===== src/rtl/ptd_pkg.sv =====
`default_nettype none
// ----------------------------------------------------------------------------
// ptd_pkg
// Shared sizes, command codes and the controller-to-datapath command word
// of the periodic task dispatcher.
// ----------------------------------------------------------------------------
package ptd_pkg;

	localparam int NUM_SLOTS      = 8;
	localparam int PERIOD_BITS    = 16;
	localparam int RUN_COUNT_BITS = 8;

	localparam int SLOT_W = $clog2(NUM_SLOTS);

	localparam int CMD_W      = 2;
	localparam int SLOT_IN_W  = 3;
	localparam int INTERVAL_W = 16;

	// Host command codes
	localparam logic [CMD_W-1:0] CMD_TICK     = 2'd0;
	localparam logic [CMD_W-1:0] CMD_ADD      = 2'd1;
	localparam logic [CMD_W-1:0] CMD_REMOVE   = 2'd2;
	localparam logic [CMD_W-1:0] CMD_DISPATCH = 2'd3;

	// Datapath operations issued by the controller
	typedef enum logic [2:0] {
		OP_NONE,
		OP_LOAD,
		OP_TICK,
		OP_ADD,
		OP_REMOVE,
		OP_DISPATCH
	} ptd_op_t;

	typedef struct packed {
		ptd_op_t           op;
		logic [SLOT_W-1:0] idx;     // slot visited by a tick step
		logic              finish;  // last cycle of the word, latch result
	} ptd_cmd_t;

endpackage : ptd_pkg
`default_nettype wire


===== src/rtl/ptd_ctrl.sv =====
`default_nettype none
// ----------------------------------------------------------------------------
// ptd_ctrl
// Command sequencer: takes a command word, steps a tick across all slots,
// issues a single operation otherwise and raises the result strobe.
// ----------------------------------------------------------------------------
module ptd_ctrl
	import ptd_pkg::*;
(
	input  wire logic             clk,
	input  wire logic             arst_n,
	input  wire logic             start,
	input  wire logic [CMD_W-1:0] command,
	output logic                  busy,
	output logic                  done,
	output ptd_cmd_t              cmd
);

	localparam logic [1:0] ST_IDLE = 2'd0;
	localparam logic [1:0] ST_TICK = 2'd1;
	localparam logic [1:0] ST_OP   = 2'd2;

	localparam logic [SLOT_W-1:0] LAST_IDX = SLOT_W'(NUM_SLOTS - 1);

	logic [1:0]        state_q;
	logic [CMD_W-1:0]  cmd_q;
	logic [SLOT_W-1:0] cnt_q;
	logic              done_q;

	assign busy = (state_q != ST_IDLE);
	assign done = done_q;

	always_comb begin
		cmd.op     = OP_NONE;
		cmd.idx    = cnt_q;
		cmd.finish = 1'b0;
		unique case (state_q)
			ST_IDLE: begin
				if (start) begin
					cmd.op = OP_LOAD;
				end
			end
			ST_TICK: begin
				cmd.op     = OP_TICK;
				cmd.finish = (cnt_q == LAST_IDX);
			end
			ST_OP: begin
				cmd.finish = 1'b1;
				unique case (cmd_q)
					CMD_ADD:      cmd.op = OP_ADD;
					CMD_REMOVE:   cmd.op = OP_REMOVE;
					CMD_DISPATCH: cmd.op = OP_DISPATCH;
					default:      cmd.op = OP_NONE;
				endcase
			end
			default: begin
				cmd.op = OP_NONE;
			end
		endcase
	end

	always_ff @(posedge clk or negedge arst_n) begin
		if (!arst_n) begin
			state_q <= ST_IDLE;
			cmd_q   <= CMD_TICK;
			cnt_q   <= '0;
			done_q  <= 1'b0;
		end else begin
			done_q <= cmd.finish;
			unique case (state_q)
				ST_IDLE: begin
					if (start) begin
						cmd_q   <= command;
						cnt_q   <= '0;
						state_q <= (command == CMD_TICK) ? ST_TICK : ST_OP;
					end
				end
				ST_TICK: begin
					// advance one slot per cycle
					cnt_q <= cnt_q + 1'b1;
					if (cnt_q == LAST_IDX) begin
						state_q <= ST_IDLE;
					end
				end
				ST_OP: begin
					state_q <= ST_IDLE;
				end
				default: begin
					state_q <= ST_IDLE;
				end
			endcase
		end
	end

	a_done_after_work: assert property (@(posedge clk) disable iff (!arst_n)
		done_q |-> $past(state_q != ST_IDLE))
		else $error("result strobe without finished work");

	a_accept_goes_busy: assert property (@(posedge clk) disable iff (!arst_n)
		start && (state_q == ST_IDLE) |=> (state_q != ST_IDLE))
		else $error("accepted word did not start work");

	a_tick_runs_all: assert property (@(posedge clk) disable iff (!arst_n)
		(state_q == ST_TICK) && (cnt_q != LAST_IDX) |=> (state_q == ST_TICK))
		else $error("tick left before visiting every slot");

endmodule : ptd_ctrl
`default_nettype wire


===== src/rtl/ptd_dp.sv =====
`default_nettype none
// ----------------------------------------------------------------------------
// ptd_dp
// Slot table and its single update path, lowest-index ready search and the
// result registers.
// ----------------------------------------------------------------------------
module ptd_dp
	import ptd_pkg::*;
(
	input  wire logic                  clk,
	input  wire logic                  arst_n,
	input  wire ptd_cmd_t              cmd,
	input  wire logic [SLOT_IN_W-1:0]  slot,
	input  wire logic [INTERVAL_W-1:0] interval,
	output logic                       granted,
	output logic [SLOT_IN_W-1:0]       granted_slot,
	output logic                       one_shot_freed,
	output logic                       runs_saturated
);

	localparam logic [RUN_COUNT_BITS-1:0] RUN_MAX = {RUN_COUNT_BITS{1'b1}};

	logic [NUM_SLOTS-1:0]      valid_q;
	logic [PERIOD_BITS-1:0]    period_q [NUM_SLOTS];
	logic [PERIOD_BITS-1:0]    ticks_q  [NUM_SLOTS];
	logic [RUN_COUNT_BITS-1:0] runs_q   [NUM_SLOTS];

	logic [SLOT_IN_W-1:0]      slot_q;
	logic [PERIOD_BITS-1:0]    interval_q;
	logic                      sat_acc_q;

	logic                      granted_q;
	logic [SLOT_IN_W-1:0]      gslot_q;
	logic                      freed_q;
	logic                      sat_q;

	logic [NUM_SLOTS-1:0]      ready;
	logic                      any_ready;
	logic [SLOT_W-1:0]         enc;
	logic [SLOT_W-1:0]         addr;
	logic                      slot_ok;
	logic [PERIOD_BITS-1:0]    rd_period;
	logic [PERIOD_BITS-1:0]    rd_ticks;
	logic [RUN_COUNT_BITS-1:0] rd_runs;
	logic                      step_sat;

	// lowest-index slot with a run pending
	always_comb begin
		enc = '0;
		for (int k = NUM_SLOTS - 1; k >= 0; k--) begin
			ready[k] = valid_q[k] && (runs_q[k] != '0);
			if (ready[k]) begin
				enc = SLOT_W'(k);
			end
		end
	end

	assign any_ready = |ready;
	assign slot_ok   = (32'(slot_q) < NUM_SLOTS);

	always_comb begin
		unique case (cmd.op)
			OP_TICK:     addr = cmd.idx;
			OP_DISPATCH: addr = enc;
			default:     addr = SLOT_W'(slot_q);
		endcase
	end

	assign rd_period = period_q[addr];
	assign rd_ticks  = ticks_q[addr];
	assign rd_runs   = runs_q[addr];

	// a due slot holding its count at the maximum flags saturation
	assign step_sat = (cmd.op == OP_TICK) && valid_q[addr] && (rd_ticks == '0) &&
		!((rd_period == '0) && (rd_runs != '0)) && (rd_runs == RUN_MAX);

	always_ff @(posedge clk or negedge arst_n) begin
		if (!arst_n) begin
			valid_q <= '0;
		end else begin
			unique case (cmd.op)
				OP_ADD: begin
					if (slot_ok) begin
						valid_q[addr] <= 1'b1;
					end
				end
				OP_REMOVE: begin
					if (slot_ok) begin
						valid_q[addr] <= 1'b0;
					end
				end
				OP_DISPATCH: begin
					if (any_ready && (rd_period == '0)) begin
						valid_q[addr] <= 1'b0;
					end
				end
				default: begin
				end
			endcase
		end
	end

	always_ff @(posedge clk) begin
		unique case (cmd.op)
			OP_LOAD: begin
				slot_q     <= slot;
				interval_q <= PERIOD_BITS'(interval);
				sat_acc_q  <= 1'b0;
			end
			OP_TICK: begin
				sat_acc_q <= sat_acc_q | step_sat;
				if (valid_q[addr]) begin
					if (rd_ticks == '0) begin
						if (!((rd_period == '0) && (rd_runs != '0))) begin
							ticks_q[addr] <= rd_period;
							if (rd_runs != RUN_MAX) begin
								runs_q[addr] <= rd_runs + 1'b1;
							end
						end
					end else begin
						ticks_q[addr] <= rd_ticks - 1'b1;
					end
				end
			end
			OP_ADD: begin
				if (slot_ok) begin
					period_q[addr] <= interval_q;
					ticks_q[addr]  <= '0;
					runs_q[addr]   <= '0;
				end
			end
			OP_DISPATCH: begin
				if (any_ready) begin
					runs_q[addr] <= rd_runs - 1'b1;
				end
			end
			default: begin
			end
		endcase

		if (cmd.finish) begin
			granted_q <= (cmd.op == OP_DISPATCH) && any_ready;
			gslot_q   <= ((cmd.op == OP_DISPATCH) && any_ready) ?
				SLOT_IN_W'(enc) : '0;
			freed_q   <= (cmd.op == OP_DISPATCH) && any_ready && (rd_period == '0);
			sat_q     <= (cmd.op == OP_TICK) && (sat_acc_q || step_sat);
		end
	end

	assign granted        = granted_q;
	assign granted_slot   = gslot_q;
	assign one_shot_freed = freed_q;
	assign runs_saturated = sat_q;

	a_dispatch_hits_ready: assert property (@(posedge clk) disable iff (!arst_n)
		(cmd.op == OP_DISPATCH) && any_ready |-> ready[enc])
		else $error("dispatch picked a slot with nothing pending");

	a_freed_needs_grant: assert property (@(posedge clk) disable iff (!arst_n)
		(cmd.op == OP_DISPATCH) && any_ready && (rd_period == '0) |=> !valid_q[$past(enc)])
		else $error("granted one-shot slot still valid");

endmodule : ptd_dp
`default_nettype wire


===== src/rtl/periodic_task_dispatcher.sv =====
`default_nettype none
// ----------------------------------------------------------------------------
// periodic_task_dispatcher
// Fixed-priority periodic task scheduler over NUM_SLOTS task slots.
// ----------------------------------------------------------------------------
// Drive a command word (command, slot, interval) with start; it is taken at
// the rising edge where start is high and busy is low. Every word yields
// exactly one result, shown on granted, granted_slot, one_shot_freed and
// runs_saturated for the single cycle in which done is high. There is no
// back-pressure on results: capture them on done or lose them. A tick
// walks the slot table one slot per cycle through a shared update path and
// holds busy high until the last slot is visited; add, remove and dispatch
// do their work in the operation state and then return to idle. The
// result of any word appears in the cycle after its last busy cycle, the
// same cycle in which the next word may already be taken. Slot index is
// also the task's priority: dispatch grants the lowest valid slot with a
// run pending. Fields that do not apply to a command read zero.
// ----------------------------------------------------------------------------
module periodic_task_dispatcher
	import ptd_pkg::*;
(
	input  wire logic                  clk,
	input  wire logic                  arst_n,
	input  wire logic                  start,
	output logic                       busy,
	input  wire logic [CMD_W-1:0]      command,
	input  wire logic [SLOT_IN_W-1:0]  slot,
	input  wire logic [INTERVAL_W-1:0] interval,
	output logic                       done,
	output logic                       granted,
	output logic [SLOT_IN_W-1:0]       granted_slot,
	output logic                       one_shot_freed,
	output logic                       runs_saturated
);

	ptd_cmd_t cmd;

	// sequencer: owns busy, the slot walk and the result strobe
	ptd_ctrl u_ctrl (
		.clk     (clk),
		.arst_n  (arst_n),
		.start   (start),
		.command (command),
		.busy    (busy),
		.done    (done),
		.cmd     (cmd)
	);

	// slot table, ready search and result registers
	ptd_dp u_dp (
		.clk            (clk),
		.arst_n         (arst_n),
		.cmd            (cmd),
		.slot           (slot),
		.interval       (interval),
		.granted        (granted),
		.granted_slot   (granted_slot),
		.one_shot_freed (one_shot_freed),
		.runs_saturated (runs_saturated)
	);

endmodule : periodic_task_dispatcher
`default_nettype wire


===== config.mk =====
export PLATFORM = sky130hd
export DESIGN_NAME = periodic_task_dispatcher
export DESIGN_NICKNAME = d
export VERILOG_FILES = /design/src/rtl/ptd_pkg.sv /design/src/rtl/ptd_ctrl.sv /design/src/rtl/ptd_dp.sv /design/src/rtl/periodic_task_dispatcher.sv
export SDC_FILE = /design/constraint.sdc
export NUM_CORES = 1
export LEC_CHECK = 0
export ABC_AREA = 1
export BUFFER_PORTS_ARGS = -buffer_cell sky130_fd_sc_hd__buf_2
export CORE_MARGIN = 2
export CORE_UTILIZATION = 59
export CTS_BUF_LIST = sky130_fd_sc_hd__clkbuf_2 sky130_fd_sc_hd__clkbuf_4 sky130_fd_sc_hd__clkbuf_8
export DETAILED_ROUTE_END_ITERATION = 8
export PLACE_DENSITY = 0.85
export SYNTH_ARGS = -nofsm -noshare
export SYNTH_HDL_FRONTEND = slang
export SYNTH_SLANG_ARGS = --single-unit

===== constraint.sdc =====
create_clock -name clk -period 4.3 [get_ports clk]
set_input_delay 0.645 -clock clk [delete_from_list [all_inputs] [get_ports clk]]
set_output_delay 0.645 -clock clk [all_outputs]
set_load 0.02 [all_outputs]

Word-level counts from Yosys, hierarchy flattened
Memories as Yosys holds them, arrays and structs flattened. Cells that the tools add are included.

Input bits: 24. Memory bits (writable): 320. Flip-flop bits (word level): 42. Logic and storage cells: 137. Memories kept: 3. Output and inout port bits: 8.

Memory list: u_dp.period_q (depth 8, width 16, rd ports 1, clocked after memory_dff 0, write ports 1, RTL line ptd_dp.sv:24) `logic [PERIOD_BITS-1:0] period_q [NUM_SLOTS];`; u_dp.ticks_q (depth 8, width 16, rd ports 1, clocked after memory_dff 0, write ports 1, RTL line ptd_dp.sv:25) `logic [PERIOD_BITS-1:0] ticks_q [NUM_SLOTS];`; u_dp.runs_q (depth 8, width 8, rd ports 9, clocked after memory_dff 0, write ports 1, RTL line ptd_dp.sv:26) `logic [RUN_COUNT_BITS-1:0] runs_q [NUM_SLOTS];`.

$lt $le $gt $ge: 2. Bitwise operators: 8. Equal/unequal tests: 16. Add/subtract/negate cells: 4. Reductions and logical operators: 42. Mux-type cells: 50.

Operators by type and width (count): 8-bit nonzero test (9); 16-bit logical NOT (2); 16-bit two-way mux (2); 3-bit two-way mux (9); 8-bit two-way mux (3); 8-bit case mux with 3 select lines (1); 1-bit two-way mux (23); 1-bit logical AND (18); 3-bit case mux with 3 select lines (2); 16-bit by 1-bit subtractor with 16-bit output, second input constant (1); 3-bit case mux with 2 select lines (2); 3-bit equality test, second input constant (3); 8-bit by 1-bit adder with 8-bit output, second input constant (1); 8-bit AND (1); 8-bit equality test, second input constant (1); 8-bit inequality test, second input constant (1); 8-bit NOT (1); 8-bit bitwise OR (1); 2-bit AND reduction (4); 8-bit OR reduction (1); 8-bit by 1-bit subtractor with 8-bit output, second input constant (1); 2-bit equality test, second input constant (3); 3-bit by 2-bit equality test with 1-bit output, second input constant (2); 2-bit two-way mux (3); 17 further kinds (27).

Longest topological paths before layout
Gate-level depths: netlist of run 1. An unclocked memory read counts as a cell.

Word-level depth: 22. Mapped depth: 35. Mapped depth without buffers: 32.

Hierarchy
From an unflattened synthesis of run 1, not the netlist that was laid out.

Cell total of the unflattened synthesis: 1518. Area, all modules: 16359.4 um^2.

By module, submodules not included: ptd_dp (cells each 1461, times used 1, seq. area each 10590.2 um^2, area an instance 15891.5 um^2); ptd_ctrl (cells each 57, times used 1, seq. area each 200.2 um^2, area an instance 467.9 um^2).

Worst setup path before layout of run 1
OpenSTA, ideal clock, no wires.

Kind: register to register. Start point: register u_ctrl.state_q[0]. End point: memory u_dp.ticks_q[0][0], enable pin. Buffers on the path: 3. Data arrival time: 3.899 ns. Setup time: 0.376 ns. Slack: 0.025 ns. Required time: 3.924 ns. Cell stages (with the launch flop): 30. Period minus slack after synthesis: 4.275 ns. Path through: dfrtp_1 inv_1 ha_1 nand2_1 inv_1 nand2_1 nand3_4 nor2_4 nand2_2 clkinv_1 nand2_1 nand2_2 nand2_2 buf_6 buf_6 nand2_4 inv_2 buf_2 nand2_1 nand4_1 nor2_1 ha_1 inv_1 nor2_2 nand2_2 nor2_8 nand3_4 nor2_4 a21oi_4 nor2_2.

Cells in the longest elaborated chain, start to end: 14. Elaborated cells between the ends (all ways): 30. Those cells by class: 5 x eq/ne; 15 x mux; 2 x bitwise; 5 x reduce/logical; 3 x memory.

RTL lines: from (decl) (RTL line ptd_ctrl.sv:25) `logic [1:0] state_q;`; from (signal assigned) (RTL line ptd_ctrl.sv:75) `state_q <= (command == CMD_TICK) ? ST_TICK : ST_OP;`; 2-bit equality test (tied with other cells) (RTL line ptd_ctrl.sv:37) `unique case (state_q)`; 3-bit case mux with 3 select lines (*) (RTL line ptd_ctrl.sv:37); 3-bit equality test / 3-bit by 2-bit equality test with 1-bit output (equally long branches) (RTL line ptd_dp.sv:62, ptd_dp.sv:104); 3-bit case mux with 2 select lines (RTL line ptd_dp.sv:62) `unique case (cmd.op)`; memory read 8 x 16 bit / memory read 8 x 8 bit (equally long branches); 16-bit logical NOT / 8-bit nonzero test (equally long branches) (RTL line ptd_dp.sv:114) `if (!((rd_period == '0) && (rd_runs != '0))) begin`; 1-bit logical AND (RTL line ptd_dp.sv:114); 1-bit two-way mux (RTL line ptd_dp.sv:114); 1-bit two-way mux (RTL line ptd_dp.sv:113) `if (rd_ticks == '0) begin`; 1-bit two-way mux (RTL line ptd_dp.sv:112) `if (valid_q[addr]) begin`; 1-bit two-way mux (RTL line ptd_dp.sv:104) `unique case (cmd.op)`; 1-bit two-way mux (not written as such) (RTL line ptd_dp.sv:115) `ticks_q[addr] <= rd_period;`; 1-bit bitwise OR (no source line) (2 in series); to (decl) (RTL line ptd_dp.sv:25).

Mark *: on every way between the ends. The rest lies on a longest branch, timed or not. The select of a mux whose other input is x is not followed.

Final worst setup path of run 1
Start point: register u_ctrl.state_q[0]. End point: memory u_dp.ticks_q[7][9], enable pin.

Same word-level chain as after synthesis.

==> flow_metrics.py, run 1 <==
metrics = {
    "sta": {
        "maxSlewViolCount": 0,
        "rsz0062_at_grt": "true",
        "setup_viol": 2,
        "fmax_mhz": 232,
        "hold_viol_final": 0,
        "finalWorstSetupSlack_ns": -0.00208,
        "final.period_utilization": 1.00,
        "tightest_slew_ns": 1.18,
        "clock-skew-final_ns": 0.0439,
        "post-route-min-period_ns": 4.30,
        "relSlewSlack": 0.210,
        "whs_ns": 0.192,
    },
    "synthesis": {
        "synth_warnings": 0,
        "post_synth_fa_ha_maj_area_fraction": 0.00764,
        "synth_xor_area_frac": 0.00588,
        "synth_top_area_share": 0.634,
        "syn-instance-count": 1509,
        "synthArstFlopShare": 0.0442,
        "synth_top_flop_cell": "edfxtp_1",
        "synth-compound-area-share": 0.0237,
        "synth_seq_cells": 362,
        "avgSynthCellArea_um2": 10.9,
        "synth-simple-area-share": 0.251,
        "yosysTopAreaCell": "edfxtp_1",
        "synthTopCellsByArea": "edfxtp_1 63%, nand2_1 9.0%, nand3_1 7.1%",
        "yosysMostFrequentCell": "nand2_1",
        "synthTopCellsByCount": "394 x nand2_1, 346 x edfxtp_1, 231 x nand3_1",
        "synthDistinctLibCells": 46,
        "syn-cell-area_mm2": 0.0164,
        "synth_edf_count": 346,
        "seq_area_frac_synth": 0.659,
        "synthesis.nets": 1543,
        "synth_mux_area_frac": 0,
        "synth_top_family_by_area": "simple AND/OR/NAND/NOR gates",
    },
    "run_status": {
        "violations": "setup timing",
        "status": "finished with violations",
    },
    "critical_path": {
        "r2r-start": "u_ctrl.state_q[0]$_DFFE_PN0P_",
        "slowest_stage": "dfrtp_1",
        "crit_path_frequent_cell": "nand2_1",
        "required_ns": 4.62,
        "crit_path_end": "u_dp.ticks_q[7][9]$_DFFE_PP_",
        "crit_buf_inv": 7,
        "cpLargestDelayFamily": "simple AND/OR/NAND/NOR gates",
        "start_kind": "flip-flop",
        "crit_type": "flip-flop to flip-flop",
        "critPathMaxStageDelay_ns": 0.39,
        "cp.arrival_ns": 4.62,
        "reg2regPathDepth": 26,
        "path_max_fanout": 9,
        "crit_start": "u_ctrl.state_q[0]$_DFFE_PN0P_",
        "regToRegEndpoint": "u_dp.ticks_q[7][9]$_DFFE_PP_",
        "crit_cells": 26,
        "r2r_setup_slack_ns": -0.002,
        "critPathCaptureType": "flip-flop",
    },
    "place": {
        "io_buffers": 31,
        "routabilityCongestion": 0.980,
        "dp_hpwl_um": 27800,
    },
    "grt": {
        "antenna_found_initial": 0,
        "grt_pass1_wl_um": 63700,
        "grt_max_degree": 60,
        "grt_use_total": 0.292,
        "grt-ovfl-total": 0,
        "grt_pass1_vias": 11438,
    },
    "cells_and_area": {
        "antennaDiodeCount": 0,
        "nets": 1701,
        "fillers": 1724,
        "syn_to_final_growth_pct": 16.7,
        "multiInputGateArea_mm2": 0.00497,
        "regArea_mm2": 0.0108,
        "layout-drive-gt1-share": 0.214,
    },
    "route": {
        "ant_nets": 0,
        "dr.first_iter.drc_count": 1570,
        "met2WireLength_um": 20700,
        "wl_met1_um": 16100,
        "firstDrtPassIters": 5,
        "vias": 12246,
        "top_layer": "met4",
        "met3_length_um": 5040,
        "wl_per_cell_um": 20.8,
        "drc_errors": 0,
        "routed_via_density": 5.88,
        "wirelength_um": 43400,
    },
    "clock_network": {
        "cts_max_level": 2,
        "cts_root_buf": "clkbuf_8",
        "cts_sinks": 362,
        "path_clk_slew_ns": 0.07,
        "clk_latency_ns": 0.63,
        "clock_path_buffers": 3,
        "cts_tree": "done",
        "cts_buffers": 55,
    },
    "min_path": {
        "hold_class": "input port to flip-flop",
        "worst_hold_startpoint": "interval[15]",
    },
    "floorplanning": {
        "die_area_mm2": 0.0291,
        "initial_utilization": 0.604,
        "core_mm2": 0.0271,
        "fp.dieW_um": 171,
        "io_pins": 32,
        "num_rows": 60,
        "die_h_um": 171,
    },
    "job": {
        "cap_viol_max_count": 0,
    },
}
[stage by stage]
| step | TNS, ns | setup slack, ns | area [µm²] | cells | util |
|---|---|---|---|---|---|
| after global routing | -22.32 | -0.164 | 19100 | 2083 | 0.705 |
| after detailed placement | -9.93 | -0.110 | 17400 | 1951 | 0.642 |
| after CTS | 0 | 0.0000795 | 18600 | 2057 | 0.686 |
| after global placement | 0 | 0.0105 | 17400 | 1951 | 0.642 |
| final | -0.00319 | -0.00208 | 19100 | 2083 | 0.705 |
| after floorplan | 0 | 0.0255 | 16400 | 1509 | - |
[layer usage]
metal  vias up  GRT usage
li1       5485          -
met1      5763      0.401
met2       865      0.468
met3       133     0.0574
met4         0      0.105
met5         -          0
[flip-flops by register name (all words and copies together) (netlist names), 2 cells and up, named ones only]
register           cells
u_dp.granted_slot      3
u_dp.runs_q           64
u_dp.interval_q       16
u_ctrl.cnt_q           3
u_ctrl.cmd_q           2
u_dp.slot_q            3
u_dp.period_q        128
u_ctrl.state_q         2
u_dp.ticks_q         128
[layout by cell type (no fill, tap or decap), types with 15 or more instances in the layout]
master	n
buf_6	16
clkinv_1	15
nand2_1	385
nor2_2	20
o21ai_0	15
buf_2	31
nand3_1	230
inv_1	86
buf_4	96
nor2_1	163
clkbuf_4	16
dfrtp_1	15
nand2_2	19
edfxtp_1	346
clkbuf_8	55
nand4_1	27
[worst min-delay path by stage]
| stage | to | slack (ns) | cells past startpoint |
|---|---|---|---|
| 6_report | u_dp.interval_q[15]$_DFFE_PP_ | 0.19 | 1 |
| 3_3_place_gp | flip-flop | 0.45 | 2 |
| 2_1_floorplan | async pin | 0.35 | 0 |
| 5_1_grt | u_dp.interval_q[12]$_DFFE_PP_ | 0.17 | 1 |
| 4_1_cts | u_dp.interval_q[15]$_DFFE_PP_ | 0.18 | 1 |
| 3_5_place_dp | flip-flop | 0.46 | 2 |
[repair_timing]
| item | in CTS | in global routing |
|---|---|---|
| pin swaps | 5 | 29 |
| hold endpoints to repair | 16 | 0 |
| cloned | 0 | 1 |
| resized for setup | 12 | 74 |
| setup buffers | 4 | 25 |
| endpoints found under the setup margin | 215 | 360 |
| hold buffers | 1 | 0 |
[area by class of cell]
class                      instances  share of cell area
multi-input combinational        984               0.260
sequential                       362               0.565
timing repair buffer             159              0.0718
clock buffer                      71              0.0459
clock inverter                    30              0.0118
tap                              372              0.0244
inverter                         105              0.0214
[cells by family after synthesis]
logic type	count (synthesis)
and+or+nand+nor	900
AOI/OAI and AO/OA	63
DFF	362
adders and majority gates	10
buffers and inverters	163
xor gates and xnor gates	11
Power of run 1 is not shown: default switching activity piles up to over one toggle a cycle in this logic, so the estimate is an artifact.
==> inputs of run 2 (changes only) <==
--- a/config.mk
+++ b/config.mk
@@ -8,10 +8,11 @@
 export ABC_AREA = 1
 export BUFFER_PORTS_ARGS = -buffer_cell sky130_fd_sc_hd__buf_2
 export CORE_MARGIN = 2
-export CORE_UTILIZATION = 59
+export CORE_UTILIZATION = 60
 export CTS_BUF_LIST = sky130_fd_sc_hd__clkbuf_2 sky130_fd_sc_hd__clkbuf_4 sky130_fd_sc_hd__clkbuf_8
 export DETAILED_ROUTE_END_ITERATION = 8
-export PLACE_DENSITY = 0.85
+export PLACE_DENSITY = 0.83
 export SYNTH_ARGS = -nofsm -noshare
 export SYNTH_HDL_FRONTEND = slang
 export SYNTH_SLANG_ARGS = --single-unit
+export TNS_END_PERCENT = 10
==> constraint.sdc (replaced) <==
create_clock -name clk -period 4.2 [get_ports clk]
set_input_delay 0.63 -clock clk [delete_from_list [all_inputs] [get_ports clk]]
set_output_delay 0.63 -clock clk [all_outputs]
set_load 0.02 [all_outputs]
==> flow_metrics.py, run 2 (same netlist as run 1, synthesis figures left out) <==
metrics = {
    "sta": {
        "hold_viol_final": 0,
        "tightest_slew_ns": 1.10,
        "post-route-min-period_ns": 4.22,
        "whs_ns": 0.197,
        "fmax_mhz": 237,
        "finalWorstSetupSlack_ns": -0.0204,
        "relSlewSlack": 0.269,
        "setup_viol": 25,
        "rsz0062_at_grt": "true",
        "maxSlewViolCount": 0,
        "final.period_utilization": 1.00,
        "clock-skew-final_ns": 0.0314,
    },
    "cells_and_area": {
        "syn_to_final_growth_pct": 17.8,
        "layout_common_cells": "371 x nand2_1, 346 x edfxtp_1, 230 x nand3_1",
        "fin_area_mm2": 0.0193,
        "antennaDiodeCount": 0,
        "nets": 1719,
        "final_cells": 2068,
        "final_common_cell": "nand2_1",
        "fillers": 1672,
        "layout-drive-gt1-share": 0.232,
        "top_regs": "u_dp.period_q (128), u_dp.ticks_q (128), u_dp.runs_q (64)",
    },
    "route": {
        "wl_per_cell_um": 21.4,
        "drc_errors": 0,
        "firstDrtPassIters": 6,
        "ant_nets": 0,
        "routed_via_density": 6.05,
        "wirelength_um": 44300,
        "dr.first_iter.drc_count": 1759,
        "vias": 12519,
    },
    "critical_path": {
        "regToRegEndpoint": "u_dp.ticks_q[7][0]$_DFFE_PP_",
        "cpLargestDelayFamily": "simple AND/OR/NAND/NOR gates",
        "crit_path_frequent_cell": "nand2_4",
        "reg2regPathDepth": 32,
        "r2r_setup_slack_ns": -0.02,
        "required_ns": 4.50,
        "crit_buf_inv": 8,
        "start_kind": "flip-flop",
        "r2r-start": "u_ctrl.state_q[0]$_DFFE_PN0P_",
        "path_max_fanout": 8,
        "crit_type": "flip-flop to flip-flop",
        "cp.arrival_ns": 4.52,
        "critPathMaxStageDelay_ns": 0.41,
        "slowest_stage": "dfrtp_1",
        "critPathCaptureType": "flip-flop",
    },
    "floorplanning": {
        "initial_utilization": 0.609,
        "die_h_um": 169,
        "die_area_mm2": 0.0286,
        "fp.dieW_um": 169,
        "io_pins": 32,
        "num_rows": 60,
        "core_mm2": 0.0269,
    },
    "grt": {
        "grt-ovfl-total": 0,
        "antenna_found_initial": 0,
        "grt_pass1_wl_um": 64700,
        "grt_max_degree": 55,
        "grt_pass1_vias": 11857,
        "grt_use_total": 0.298,
    },
    "place": {
        "placed_area_mm2": 0.0176,
        "placedCellCount": 1945,
        "dp_hpwl_um": 28400,
        "io_buffers": 31,
        "routabilityCongestion": 0.986,
        "pre_cts_ws_ns": -0.145,
    },
    "run_status": {
        "status": "finished with violations",
        "violations": "setup timing",
    },
    "clock_network": {
        "path_clk_slew_ns": 0.06,
        "cts_max_level": 2,
        "clk_latency_ns": 0.61,
        "cts_tree": "done",
        "cts_sinks": 362,
        "cts_root_buf": "clkbuf_8",
        "cts_buffers": 55,
        "clock_path_buffers": 3,
    },
    "min_path": {
        "holdPathStages": 1,
        "worst_hold_startpoint": "interval[5]",
        "hold_class": "input port to flip-flop",
        "min_to": "u_dp.interval_q[5]$_DFFE_PP_",
    },
    "job": {
        "cap_viol_max_count": 0,
    },
}
## run 2: cell types whose count changed in the layout (fill, tap and decap cells not counted), sizes merged
| cell | before | now |
|---|---|---|
| clkinv | 24 | 29 |
| bufinv | 3 | 2 |
| buf | 157 | 172 |
| clkinvlp | 2 | 1 |
| inv | 106 | 105 |
| clkbuf | 72 | 71 |
## run 2: cell type report
| cell class | instances | area (µm²) | share of cell area |
|---|---|---|---|
| tap | 341 | 427 | 0.0221 |
| clock inverter | 32 | 223 | 0.0115 |
| timing repair buffer | 177 | 1600 | 0.0829 |
| multi-input combinational | 984 | 5000 | 0.259 |
| sequential | 362 | 10800 | 0.559 |
| clock buffer | 67 | 847 | 0.0439 |
| inverter | 105 | 407 | 0.0211 |
## run 2: metrics by stage
step	utilization	TNS [ns]
global placement	0.656	0
floorplan	-	-14.15
global route	0.718	-37.00
CTS	0.699	-0.162
detailed placement	0.656	-15.29
finish	0.718	-0.165
## run 2: what timing repair did
action                                  in CTS  in global routing
endpoints found under the setup margin     256                378
gates cloned                                 0                  4
pin swaps                                    9                 37
hold buffers                                 1                  0
endpoints found under the hold margin       16                  0
setup buffers                                3                 18
resized for setup                           16                 77
## run 2: per-layer routing
| layer | global-route usage | vias up | part of all wire |
|---|---|---|---|
| li1 | - | 5537 | - |
| met1 | 0.400 | 5893 | 0.37 |
| met2 | 0.465 | 918 | 0.47 |
| met3 | 0.0735 | 171 | 0.12 |
| met4 | 0.136 | 0 | 0.045 |
| met5 | 0 | - | 0 |
## run 2: how the worst max path moves through the flow
stage,endpoint,startpoint,cells after the start,slack [ns]
finish,u_dp.ticks_q[7][0]$_DFFE_PP_,u_ctrl.state_q[0]$_DFFE_PN0P_,32,-0.02
detailed placement,u_dp.ticks_q[2][1]$_DFFE_PP_,u_ctrl.state_q[0]$_DFFE_PN0P_,27,-0.14
CTS,u_dp.runs_q[5][5]$_DFFE_PP_,u_ctrl.state_q[1]$_DFFE_PN0P_,29,-0.02
floorplan,u_dp.ticks_q[0][0]$_DFFE_PP_,u_ctrl.state_q[0]$_DFFE_PN0P_,29,-0.07
global placement,u_dp.runs_q[5][6]$_DFFE_PP_,start,24,0.1
global route,u_dp.ticks_q[7][0]$_DFFE_PP_,u_ctrl.state_q[0]$_DFFE_PN0P_,32,-0.22
Power of run 2 is left out for the same reason.
